<file path="src/hw/rtl/sldf_pkg.sv">
// ----------------------------------------------------------------------------
// sldf_pkg
// Shared types and constants for the sync/length frame deframer.
// ----------------------------------------------------------------------------
package sldf_pkg;

   localparam int ByteWidth = 8;
   localparam int LenWidth  = 16;

   localparam logic [ByteWidth-1:0] SyncFirst   = 8'hAA;
   localparam logic [ByteWidth-1:0] SyncSecond  = 8'h55;
   localparam logic [LenWidth-1:0]  MaxLenReset = 16'hFFFF;

   typedef enum logic [4:0] {
      PH_HUNT    = 5'b00001,
      PH_SYNC2   = 5'b00010,
      PH_LEN_LO  = 5'b00100,
      PH_LEN_HI  = 5'b01000,
      PH_PAYLOAD = 5'b10000
   } phase_type;

   typedef struct packed {
      logic [ByteWidth-1:0] data_byte;
      logic                 last;
      logic                 empty_frame;
      logic [LenWidth-1:0]  frame_length;
   } rsp_type;

endpackage

</file>
<file path="src/hw/rtl/sldf_stream_if.sv">
// ----------------------------------------------------------------------------
// sldf_req_if / sldf_rsp_if
// Valid/ready channels for received bytes and deframed result beats.
// ----------------------------------------------------------------------------
interface sldf_req_if
   import sldf_pkg::*;
   ();
   logic                 valid;
   logic                 ready;
   logic [ByteWidth-1:0] rx_byte;

   modport source (output valid, output rx_byte, input ready);
   modport sink   (input valid, input rx_byte, output ready);
endinterface

interface sldf_rsp_if
   import sldf_pkg::*;
   ();
   logic                 valid;
   logic                 ready;
   logic [ByteWidth-1:0] data_byte;
   logic                 last;
   logic                 empty_frame;
   logic [LenWidth-1:0]  frame_length;

   modport source (output valid, output data_byte, output last, output empty_frame,
                   output frame_length, input ready);
   modport sink   (input valid, input data_byte, input last, input empty_frame,
                   input frame_length, output ready);
endinterface

</file>
<file path="src/hw/rtl/sync_length_frame_deframer.sv">
// ----------------------------------------------------------------------------
// sync_length_frame_deframer
// Result beats pass through the output register (or the skid) to rsp.
// Throughput: one byte per cycle while req is ready; the phase update and
// the count compare finish in the accept cycle. A two-entry output stage
// (register + skid) keeps req ready while one result beat waits.
// Reset: synchronous; hunting for sync, counters cleared, max_length 65535.
// ----------------------------------------------------------------------------
module sync_length_frame_deframer
   import sldf_pkg::*;
(
   input  logic                clock,
   input  logic                reset,
   input  logic                csr_we,
   input  logic [LenWidth-1:0] csr_wdata,
   sldf_req_if.sink            req_if,
   sldf_rsp_if.source          rsp_if
);

   phase_type            phase_ff, phase_in;
   logic [ByteWidth-1:0] length_low_ff, length_low_in;
   logic [LenWidth-1:0]  target_ff, target_in;
   logic [LenWidth-1:0]  delivered_ff, delivered_in;
   logic [LenWidth-1:0]  max_len_ff;

   rsp_type out_ff, out_in, skid_ff, skid_in, res;
   logic    out_valid_ff, out_valid_in, skid_valid_ff, skid_valid_in, res_valid;

   logic                 accept, out_take;
   logic [ByteWidth-1:0] b;
   logic [LenWidth-1:0]  len, capped, count_next;

   assign b        = req_if.rx_byte;
   assign accept   = req_if.valid && req_if.ready;
   assign out_take = out_valid_ff && rsp_if.ready;
   assign req_if.ready = !skid_valid_ff;

   assign len        = {b, length_low_ff};
   assign capped     = (len < max_len_ff) ? len : max_len_ff;
   assign count_next = delivered_ff + 1'b1;

   always_comb begin
      phase_in      = phase_ff;
      length_low_in = length_low_ff;
      target_in     = target_ff;
      delivered_in  = delivered_ff;
      res           = '0;
      res_valid     = 1'b0;
      if (accept) begin
         unique case (phase_ff)
            PH_SYNC2: begin
               phase_in = (b == SyncSecond) ? PH_LEN_LO : PH_HUNT;
            end
            PH_LEN_LO: begin
               length_low_in = b;
               phase_in      = PH_LEN_HI;
            end
            PH_LEN_HI: begin
               target_in    = capped;
               delivered_in = '0;
               if (capped == '0) begin
                  phase_in        = PH_HUNT;
                  res_valid       = 1'b1;
                  res.last        = 1'b1;
                  res.empty_frame = 1'b1;
               end else begin
                  phase_in = PH_PAYLOAD;
               end
            end
            PH_PAYLOAD: begin
               delivered_in  = count_next;
               res_valid     = 1'b1;
               res.data_byte = b;
               if (count_next >= target_ff) begin
                  phase_in         = PH_HUNT;
                  res.last         = 1'b1;
                  res.frame_length = count_next;
               end
            end
            default: begin
               phase_in = (b == SyncFirst) ? PH_SYNC2 : PH_HUNT;
            end
         endcase
      end
   end

   // output register plus skid; skid drains first
   always_comb begin
      out_in        = out_ff;
      skid_in       = skid_ff;
      out_valid_in  = out_valid_ff;
      skid_valid_in = skid_valid_ff;
      if (skid_valid_ff) begin
         if (out_take) begin
            out_in        = skid_ff;
            skid_valid_in = 1'b0;
         end
      end else if (res_valid) begin
         if (!out_valid_ff || out_take) begin
            out_in       = res;
            out_valid_in = 1'b1;
         end else begin
            skid_in       = res;
            skid_valid_in = 1'b1;
         end
      end else if (out_take) begin
         out_valid_in = 1'b0;
      end
   end

   always_ff @(posedge clock) begin
      if (reset) begin
         phase_ff      <= PH_HUNT;
         length_low_ff <= '0;
         target_ff     <= '0;
         delivered_ff  <= '0;
         max_len_ff    <= MaxLenReset;
         out_valid_ff  <= 1'b0;
         skid_valid_ff <= 1'b0;
      end else begin
         phase_ff      <= phase_in;
         length_low_ff <= length_low_in;
         target_ff     <= target_in;
         delivered_ff  <= delivered_in;
         out_valid_ff  <= out_valid_in;
         skid_valid_ff <= skid_valid_in;
         if (csr_we) begin
            max_len_ff <= csr_wdata;
         end
      end
   end

   always_ff @(posedge clock) begin
      out_ff  <= out_in;
      skid_ff <= skid_in;
   end

   assign rsp_if.valid        = out_valid_ff;
   assign rsp_if.data_byte    = out_ff.data_byte;
   assign rsp_if.last         = out_ff.last;
   assign rsp_if.empty_frame  = out_ff.empty_frame;
   assign rsp_if.frame_length = out_ff.frame_length;

   a_skid_behind_out: assert property (@(posedge clock) disable iff (reset)
      skid_valid_ff |-> out_valid_ff)
      else $error("skid holds a beat while output register is empty");

   a_payload_count: assert property (@(posedge clock) disable iff (reset)
      (phase_ff == PH_PAYLOAD) |-> (target_ff != '0 && delivered_ff < target_ff))
      else $error("payload phase with count at or past target");

   a_empty_beat: assert property (@(posedge clock) disable iff (reset)
      (out_valid_ff && out_ff.empty_frame) |->
         (out_ff.last && out_ff.data_byte == '0 && out_ff.frame_length == '0))
      else $error("malformed empty-frame beat");

   a_last_length: assert property (@(posedge clock) disable iff (reset)
      (out_valid_ff && out_ff.last && !out_ff.empty_frame) |-> (out_ff.frame_length != '0))
      else $error("last payload beat with zero frame length");

endmodule

</file>
<file path="src/flat_wrapper.sv">
// flat-port wrapper written by rule: the top's interface ports become plain ports
module sync_length_frame_deframer_flat import sldf_pkg::*;
  (clock, reset, csr_we, csr_wdata, req_if_valid, req_if_rx_byte, req_if_ready, rsp_if_valid, rsp_if_data_byte, rsp_if_last, rsp_if_empty_frame, rsp_if_frame_length, rsp_if_ready);
  sldf_req_if req_if_i ();
  sldf_rsp_if rsp_if_i ();
  input  logic clock;
  input  logic reset;
  input  logic csr_we;
  input  logic [LenWidth-1:0] csr_wdata;
  input wire logic [$bits(req_if_i.valid)-1:0] req_if_valid;
  input wire logic [$bits(req_if_i.rx_byte)-1:0] req_if_rx_byte;
  output wire logic [$bits(req_if_i.ready)-1:0] req_if_ready;
  output wire logic [$bits(rsp_if_i.valid)-1:0] rsp_if_valid;
  output wire logic [$bits(rsp_if_i.data_byte)-1:0] rsp_if_data_byte;
  output wire logic [$bits(rsp_if_i.last)-1:0] rsp_if_last;
  output wire logic [$bits(rsp_if_i.empty_frame)-1:0] rsp_if_empty_frame;
  output wire logic [$bits(rsp_if_i.frame_length)-1:0] rsp_if_frame_length;
  input wire logic [$bits(rsp_if_i.ready)-1:0] rsp_if_ready;
  assign req_if_i.valid = req_if_valid;
  assign req_if_i.rx_byte = req_if_rx_byte;
  assign req_if_ready = req_if_i.ready;
  assign rsp_if_valid = rsp_if_i.valid;
  assign rsp_if_data_byte = rsp_if_i.data_byte;
  assign rsp_if_last = rsp_if_i.last;
  assign rsp_if_empty_frame = rsp_if_i.empty_frame;
  assign rsp_if_frame_length = rsp_if_i.frame_length;
  assign rsp_if_i.ready = rsp_if_ready;
  sync_length_frame_deframer u_core (.clock(clock), .reset(reset), .csr_we(csr_we), .csr_wdata(csr_wdata), .req_if(req_if_i), .rsp_if(rsp_if_i));
endmodule
</file>
<file path="config.mk">
export PLATFORM = sky130hd
export DESIGN_NAME = sync_length_frame_deframer_flat
export DESIGN_NICKNAME = d
export VERILOG_FILES = /design/src/hw/rtl/sldf_pkg.sv /design/src/hw/rtl/sldf_stream_if.sv /design/src/hw/rtl/sync_length_frame_deframer.sv /design/src/flat_wrapper.sv
export SDC_FILE = /design/constraint.sdc
export NUM_CORES = 1
export LEC_CHECK = 0
export ABC_AREA = 1
export BUFFER_PORTS_ARGS = -buffer_cell sky130_fd_sc_hd__buf_2
export CORE_UTILIZATION = 40
export CTS_BUF_LIST = sky130_fd_sc_hd__clkbuf_8 sky130_fd_sc_hd__clkbuf_16
export DETAILED_ROUTE_END_ITERATION = 7
export SYNTH_ARGS = -nofsm -noshare
export SYNTH_HDL_FRONTEND = slang
export SYNTH_SLANG_ARGS = --single-unit
</file>
<file path="constraint.sdc">
create_clock -name clock -period 4.23 [get_ports clock]
set_input_delay 1.269 -clock clock [delete_from_list [all_inputs] [get_ports clock]]
set_output_delay 1.269 -clock clock [all_outputs]
set_load 0.005 [all_outputs]
</file>
* Word level (Yosys, flattened, before mapping)
Cells that the tools add are included.
** Storage, ports and cells
- Word-level logic and storage cells :: 75
- Register bits after elaboration :: 115
- Bits of input ports :: 29
- Output and inout port bits :: 28
** Cells by class
- Add/subtract/negate cells :: 1
- Bitwise logic cells :: 2
- Muxes and demuxes :: 29
- Reductions and logical operators :: 17
- Equal/unequal tests :: 9
- Order comparisons :: 2
** Operators with widths (number)
- 26-bit two-way mux :: 5
- 16-bit two-way mux :: 3
- 16-bit case mux with 2 select lines :: 1
- 5-bit case mux with 4 select lines :: 1
- 16-bit by 1-bit adder with 16-bit output (second input constant) :: 1
- 16-bit greater-or-equal comparator :: 1
- 16-bit zero test :: 1
- 16-bit < comparator :: 1
- 1-bit two-way mux :: 11
- 5-bit two-way mux :: 2
- 3-bit AND reduction :: 3
- 8-bit by 7-bit == test with 1-bit output (second input constant) :: 1
- 8-bit == test (second input constant) :: 1
- 8-bit two-way mux :: 1
- 2-bit AND reduction :: 4
- 2-bit nonzero test :: 4
- 5-bit by 2-bit == test with 1-bit output (second input constant) :: 1
- 5-bit by 3-bit == test with 1-bit output (second input constant) :: 1
- 5-bit by 4-bit == test with 1-bit output (second input constant) :: 1
- 5-bit == test (second input constant) :: 1
- 2-bit two-way mux :: 2
- 2-bit != test (second input constant) :: 2
- 1-bit case mux with 2 select lines :: 2
- 3-bit two-way mux :: 1
- 5 further kinds :: 8

* Longest topological paths before layout
- Depth in word-level cells :: 9
- Depth in mapped cells :: 22

* Worst setup path before layout
OpenSTA, ideal clock, no wires.
- Path kind :: input port to flip-flop
- Start :: in req_if_rx_byte[7]
- End :: reg u_core.skid_ff[0] in the netlist's numbering, enable pin
- Library setup time :: 381 ps
- Required time :: 3849 ps
- Setup slack :: 424 ps
- Cell stages on the path :: 17
- Data arrival time :: 3425 ps
- Path through :: ha_1 nand2_1 inv_1 nand3_2 inv_2 a21oi_4 nand2_4 buf_6 nand2_1 nand2_1 nor2_1 nand2_1 nor2_2 nand3_2 nand2_1 nand2_1 inv_1
** On the way
- Word-level cells in the longest chain between the ends :: 7
** RTL lines
- start, declared :: RTL line flat_wrapper.sv:11 : input wire logic [$bits(req_if_i.rx_byte)-1:0] req_if_rx_byte;
- 16-bit < comparator :: RTL line sync_length_frame_deframer.sv:39 : assign capped = (len < max_len_ff) ? len : max_len_ff;
- 16-bit two-way mux * :: RTL line sync_length_frame_deframer.sv:39
- 16-bit zero test * :: RTL line sync_length_frame_deframer.sv:61 : if (capped == '0) begin
- 1-bit two-way mux * :: RTL line sync_length_frame_deframer.sv:61
- 1-bit case mux with 2 select lines * :: RTL line sync_length_frame_deframer.sv:50 : unique case (phase_ff)
- 1-bit two-way mux * :: RTL line sync_length_frame_deframer.sv:49 : if (accept) begin
- 3-bit AND reduction (no source line) *
- end signal, assigned :: RTL line sync_length_frame_deframer.sv:135 : skid_ff <= skid_in;
- end, declared :: RTL line sync_length_frame_deframer.sv:26 : rsp_type out_ff, out_in, skid_ff, skid_in, res;
Every way passes the cells marked *; elsewhere a longest branch is shown, timed or not.
A chain may end at the register's enable or synchronous reset.

==> run_results.csv <==
group,metric,value,unit
clock_network,cts_hold_buf,0,
flow_run,cap_viol_max_count,0,
timing,hold_viol,0,
routing,drt_iter0_markers,337,
clock_network,cts_setup_buffers,0,
placed_design,port_buffers,56,
yosys,yosys.cell_types.count,33,
routing,ant_nets,0,
clock_network,clk_path_buf_depth,2,
timing,final_max_slew_viol_count,0,
timing,finClkSkew,8.982,ps
cells_and_area,finalNetCount,843,
yosys,netlist_area,5784,µm²
routing,vias_per_cell,4.906,
clock_network,cts_made_buffers,17,
routing,vias,4783,
clock_network,cts_tree,"done",
global_route,grt_pass1_vias,4531,
critical_path,reg2reg_slack,490,ps
yosys,synth_area_per_cell,8.011,µm²
floorplanning,die_h,122.3,µm
power,ir_drop,0.2102,mV
critical_path,critPathRequiredTime,4400,ps
floorplanning,core-area,13990,µm²
yosys,ys_seq_area_frac,0.4880,
routing,detail_route.wl_per_cell,13.67,µm
critical_path,cp_data_arrival_time,3910,ps
routing,drt_wl_total,13330,µm
placed_design,dp.cells,943,
status,status,"finished clean",
global_route,grt_max_degree,33,
power,p_leak,0.003310,µW
timing,period_minus_slack,3745,ps
timing,maxSlewHeadroom,0.4403,
placed_design,gp_congestion,0.8535,
clock_network,insertion_delay,420,ps
hold_path,min_path_type,"reg2reg",
timing,setup_tns,0,ps
yosys,syn_inst,722,
critical_path,timing.rr.start,"u_core.delivered_ff[0]",
critical_path,rr_worst_depth,21,
global_route,grt_pass1_wl,21680,µm
floorplanning,io_pins,57,
critical_path,critPathCapture,"u_core.rsp_if.frame_length[7]",
yosys,synth_nets,783,
critical_path,startpoint_type,"flip-flop",
clock_network,clock_sinks,115,
critical_path,crit_fanout,10,
critical_path,rr_endpoint,"u_core.rsp_if.frame_length[7]",
yosys,yosys_register_bits,115,
power,pwr_density_cell,405.1,nW/µm²
timing,rsz0062_at_grt,"false",
floorplanning,initial_core_util,0.4135,
floorplanning,dieArea,14950,µm²
cells_and_area,drive_above_1_share,0.1547,
hold_path,min_path_cells,2,
floorplanning,die-width,122.3,µm
global_route,antenna_found_initial,0,
critical_path,crit_path_start,"u_core.delivered_ff[0]",
placed_design,dp_hpwl,9932,µm
cells_and_area,fillCellCount,1371,
critical_path,crit_path_end_kind,"flip-flop",
cells_and_area,area_growth,19.04,%
yosys,ys.warnings.count,0,
global_route,grt.overflow.total,0,
routing,drc,0,
timing,fmax,267.0,MHz
clock_network,cts_htree_levels,4,
clock_network,path_clk_slew,60,ps
routing,dr.pass1.iters,7,
cells_and_area,fin_cells,975,
clock_network,cts_resized,0,
global_route,grt.total_usage,0.1908,
clock_network,cts_root_buffer,"clkbuf_16",
critical_path,crit_type,"reg2reg",
timing,setup_violations,0,
cells_and_area,num_antenna_cells,0,
floorplanning,rows,43,
timing,worstMarginPinSlew,836.4,ps
timing,finalCritPeriodShare,0.8853,
-- power by group --
| group | internal [µW] | switching (µW) |
|---|---|---|
| sequential | 1170 | 9.53 |
| clock | 930 | 539 |
| combinational | 46.4 | 99.5 |
| total | 2140 | 648 |
-- cell families (layout without fill, tap and decap cells) --
family / count (synthesis) / count (layout) / synth area share
and+or+nand+nor: 285 / 285 / 0.2111
adders and majority gates: 32 / 32 / 0.06922
buffers and inverters: 146 / 219 / 0.09669
xor gates and xnor gates: 8 / 8 / 0.01211
DFF: 115 / 115 / 0.4880
AOI/OAI and AO/OA: 136 / 136 / 0.1229
-- layout by cell type, fill, tap and decap left out --
cell | synthesis | final
buf_4 | 1 | 6
nand3_1 | 27 | 27
or2_2 | 2 | 2
buf_12 | 0 | 2
nor2_1 | 45 | 45
clkinv_2 | 0 | 1
nor3_2 | 2 | 2
nand3_2 | 3 | 3
buf_2 | 0 | 56
o211ai_1 | 1 | 1
inv_2 | 10 | 10
nand2_4 | 2 | 2
nand2_1 | 178 | 178
a211oi_1 | 2 | 2
nor3_1 | 7 | 7
inv_6 | 0 | 3
a21oi_4 | 1 | 1
bufinv_16 | 0 | 3
edfxtp_1 | 52 | 52
a22oi_1 | 1 | 1
a31oi_1 | 1 | 1
xor2_1 | 8 | 8
a21oi_1 | 72 | 72
dfxtp_1 | 63 | 63
o21ai_0 | 51 | 51
nor2_2 | 4 | 4
nand2_2 | 1 | 1
clkinv_4 | 0 | 4
o21ai_1 | 5 | 5
a21oi_2 | 2 | 2
clkinv_1 | 1 | 2
nor3_4 | 1 | 1
clkinvlp_4 | 0 | 3
nand4_1 | 7 | 7
inv_1 | 112 | 112
nor4_1 | 6 | 6
ha_1 | 32 | 32
clkbuf_16 | 0 | 17
-- worst max-delay path: stages, from the launching register on --
cell and delay, ps:
dfxtp_1 410, ha_1 210, nand3_1 130, nor3_1 270, inv_1 110, nor3_1 180
nand2_1 110, nor2_1 180, nand2_1 100, nand2_1 130, inv_1 80, ha_1 270
nand2_1 90, nor2_1 50, a211oi_1 200, nor2_1 60, nor2_1 190, nand3_1 130
nand2_1 90, clkinv_1 230, nand2_1 190, nand2_1 70
-- per-stage QoR --
step                total power (µW)  setup slack [ps]  utilization  hold slack, ps  instance area (µm²)
finish                          2789             485.3       0.4922           489.0                 6885
global route                    2877             70.16       0.4922           508.0                 6885
CTS                             2810             529.9       0.4922           488.3                 6885
detailed placement              1343             405.2       0.4487           473.5                 6277
global placement                1340             489.6       0.4487           464.4                 6277
floorplan                       1292             424.1            -           453.8                 5784
-- flip-flops by register name, summed over array words and instances, names as in the netlist --
| signal | cells |
|---|---|
| u_core.rsp_if.empty_frame | 1 |
| u_core.rsp_if.frame_length | 16 |
| u_core.rsp_if.last | 1 |
| u_core.phase_ff | 5 |
| u_core.max_len_ff | 16 |
| u_core.rsp_if.data_byte | 8 |
| u_core.rsp_if.valid | 1 |
| u_core.delivered_ff | 16 |
| u_core.skid_ff | 26 |
| u_core.target_ff | 16 |
| u_core.skid_valid_ff | 1 |
| u_core.length_low_ff | 8 |
-- final cells by class --
| class | count | area [µm²] | area share |
|---|---|---|---|
| clock buffer | 17 | 425.4 | 0.06178 |
| clock inverter | 15 | 182.7 | 0.02653 |
| inverter | 123 | 461.7 | 0.06705 |
| multi-input combinational | 461 | 2402 | 0.3489 |
| sequential | 115 | 2823 | 0.4100 |
| tap | 180 | 225.2 | 0.03271 |
| timing repair buffer | 64 | 365.4 | 0.05306 |
-- worst min-delay path by stage --
stage	endpoint	from
detailed placement	u_core.delivered_ff[15]	u_core.delivered_ff[15]
floorplan	u_core.max_len_ff[10]	u_core.max_len_ff[10]
global route	u_core.delivered_ff[14]	u_core.delivered_ff[14]
CTS	u_core.delivered_ff[14]	u_core.delivered_ff[14]
global placement	u_core.delivered_ff[3]	u_core.delivered_ff[3]
finish	u_core.delivered_ff[14]	u_core.delivered_ff[14]
-- metal layers --
metal  routed length [µm]  GRT usage  vias up
li1                     -          -     2464
met1                 6368     0.2457     2183
met2                 6203     0.3051      120
met3                  562    0.04136       16
met4                  193    0.08841        0
met5                    0          0        -
-- cells in the mapped netlist, drive strengths merged --
master	number	area [µm²]
nand2	181	696.9
inv	122	457.9
a21oi	75	394.1
dfxtp	63	1261
o21ai	56	280.3
edfxtp	52	1562
nor2	49	193.9
ha	32	400.4
nand3	30	165.2
clkbuf	20	75.07
nor3	10	71.32
xor2	8	70.07
nand4	7	43.79
nor4	6	37.54
buf	3	22.52
a211oi	2	15.01
or2	2	12.51
a22oi	1	7.510
a31oi	1	6.260
clkinv	1	3.750
o211ai	1	7.510
Power figures use the tool's default switching activity.
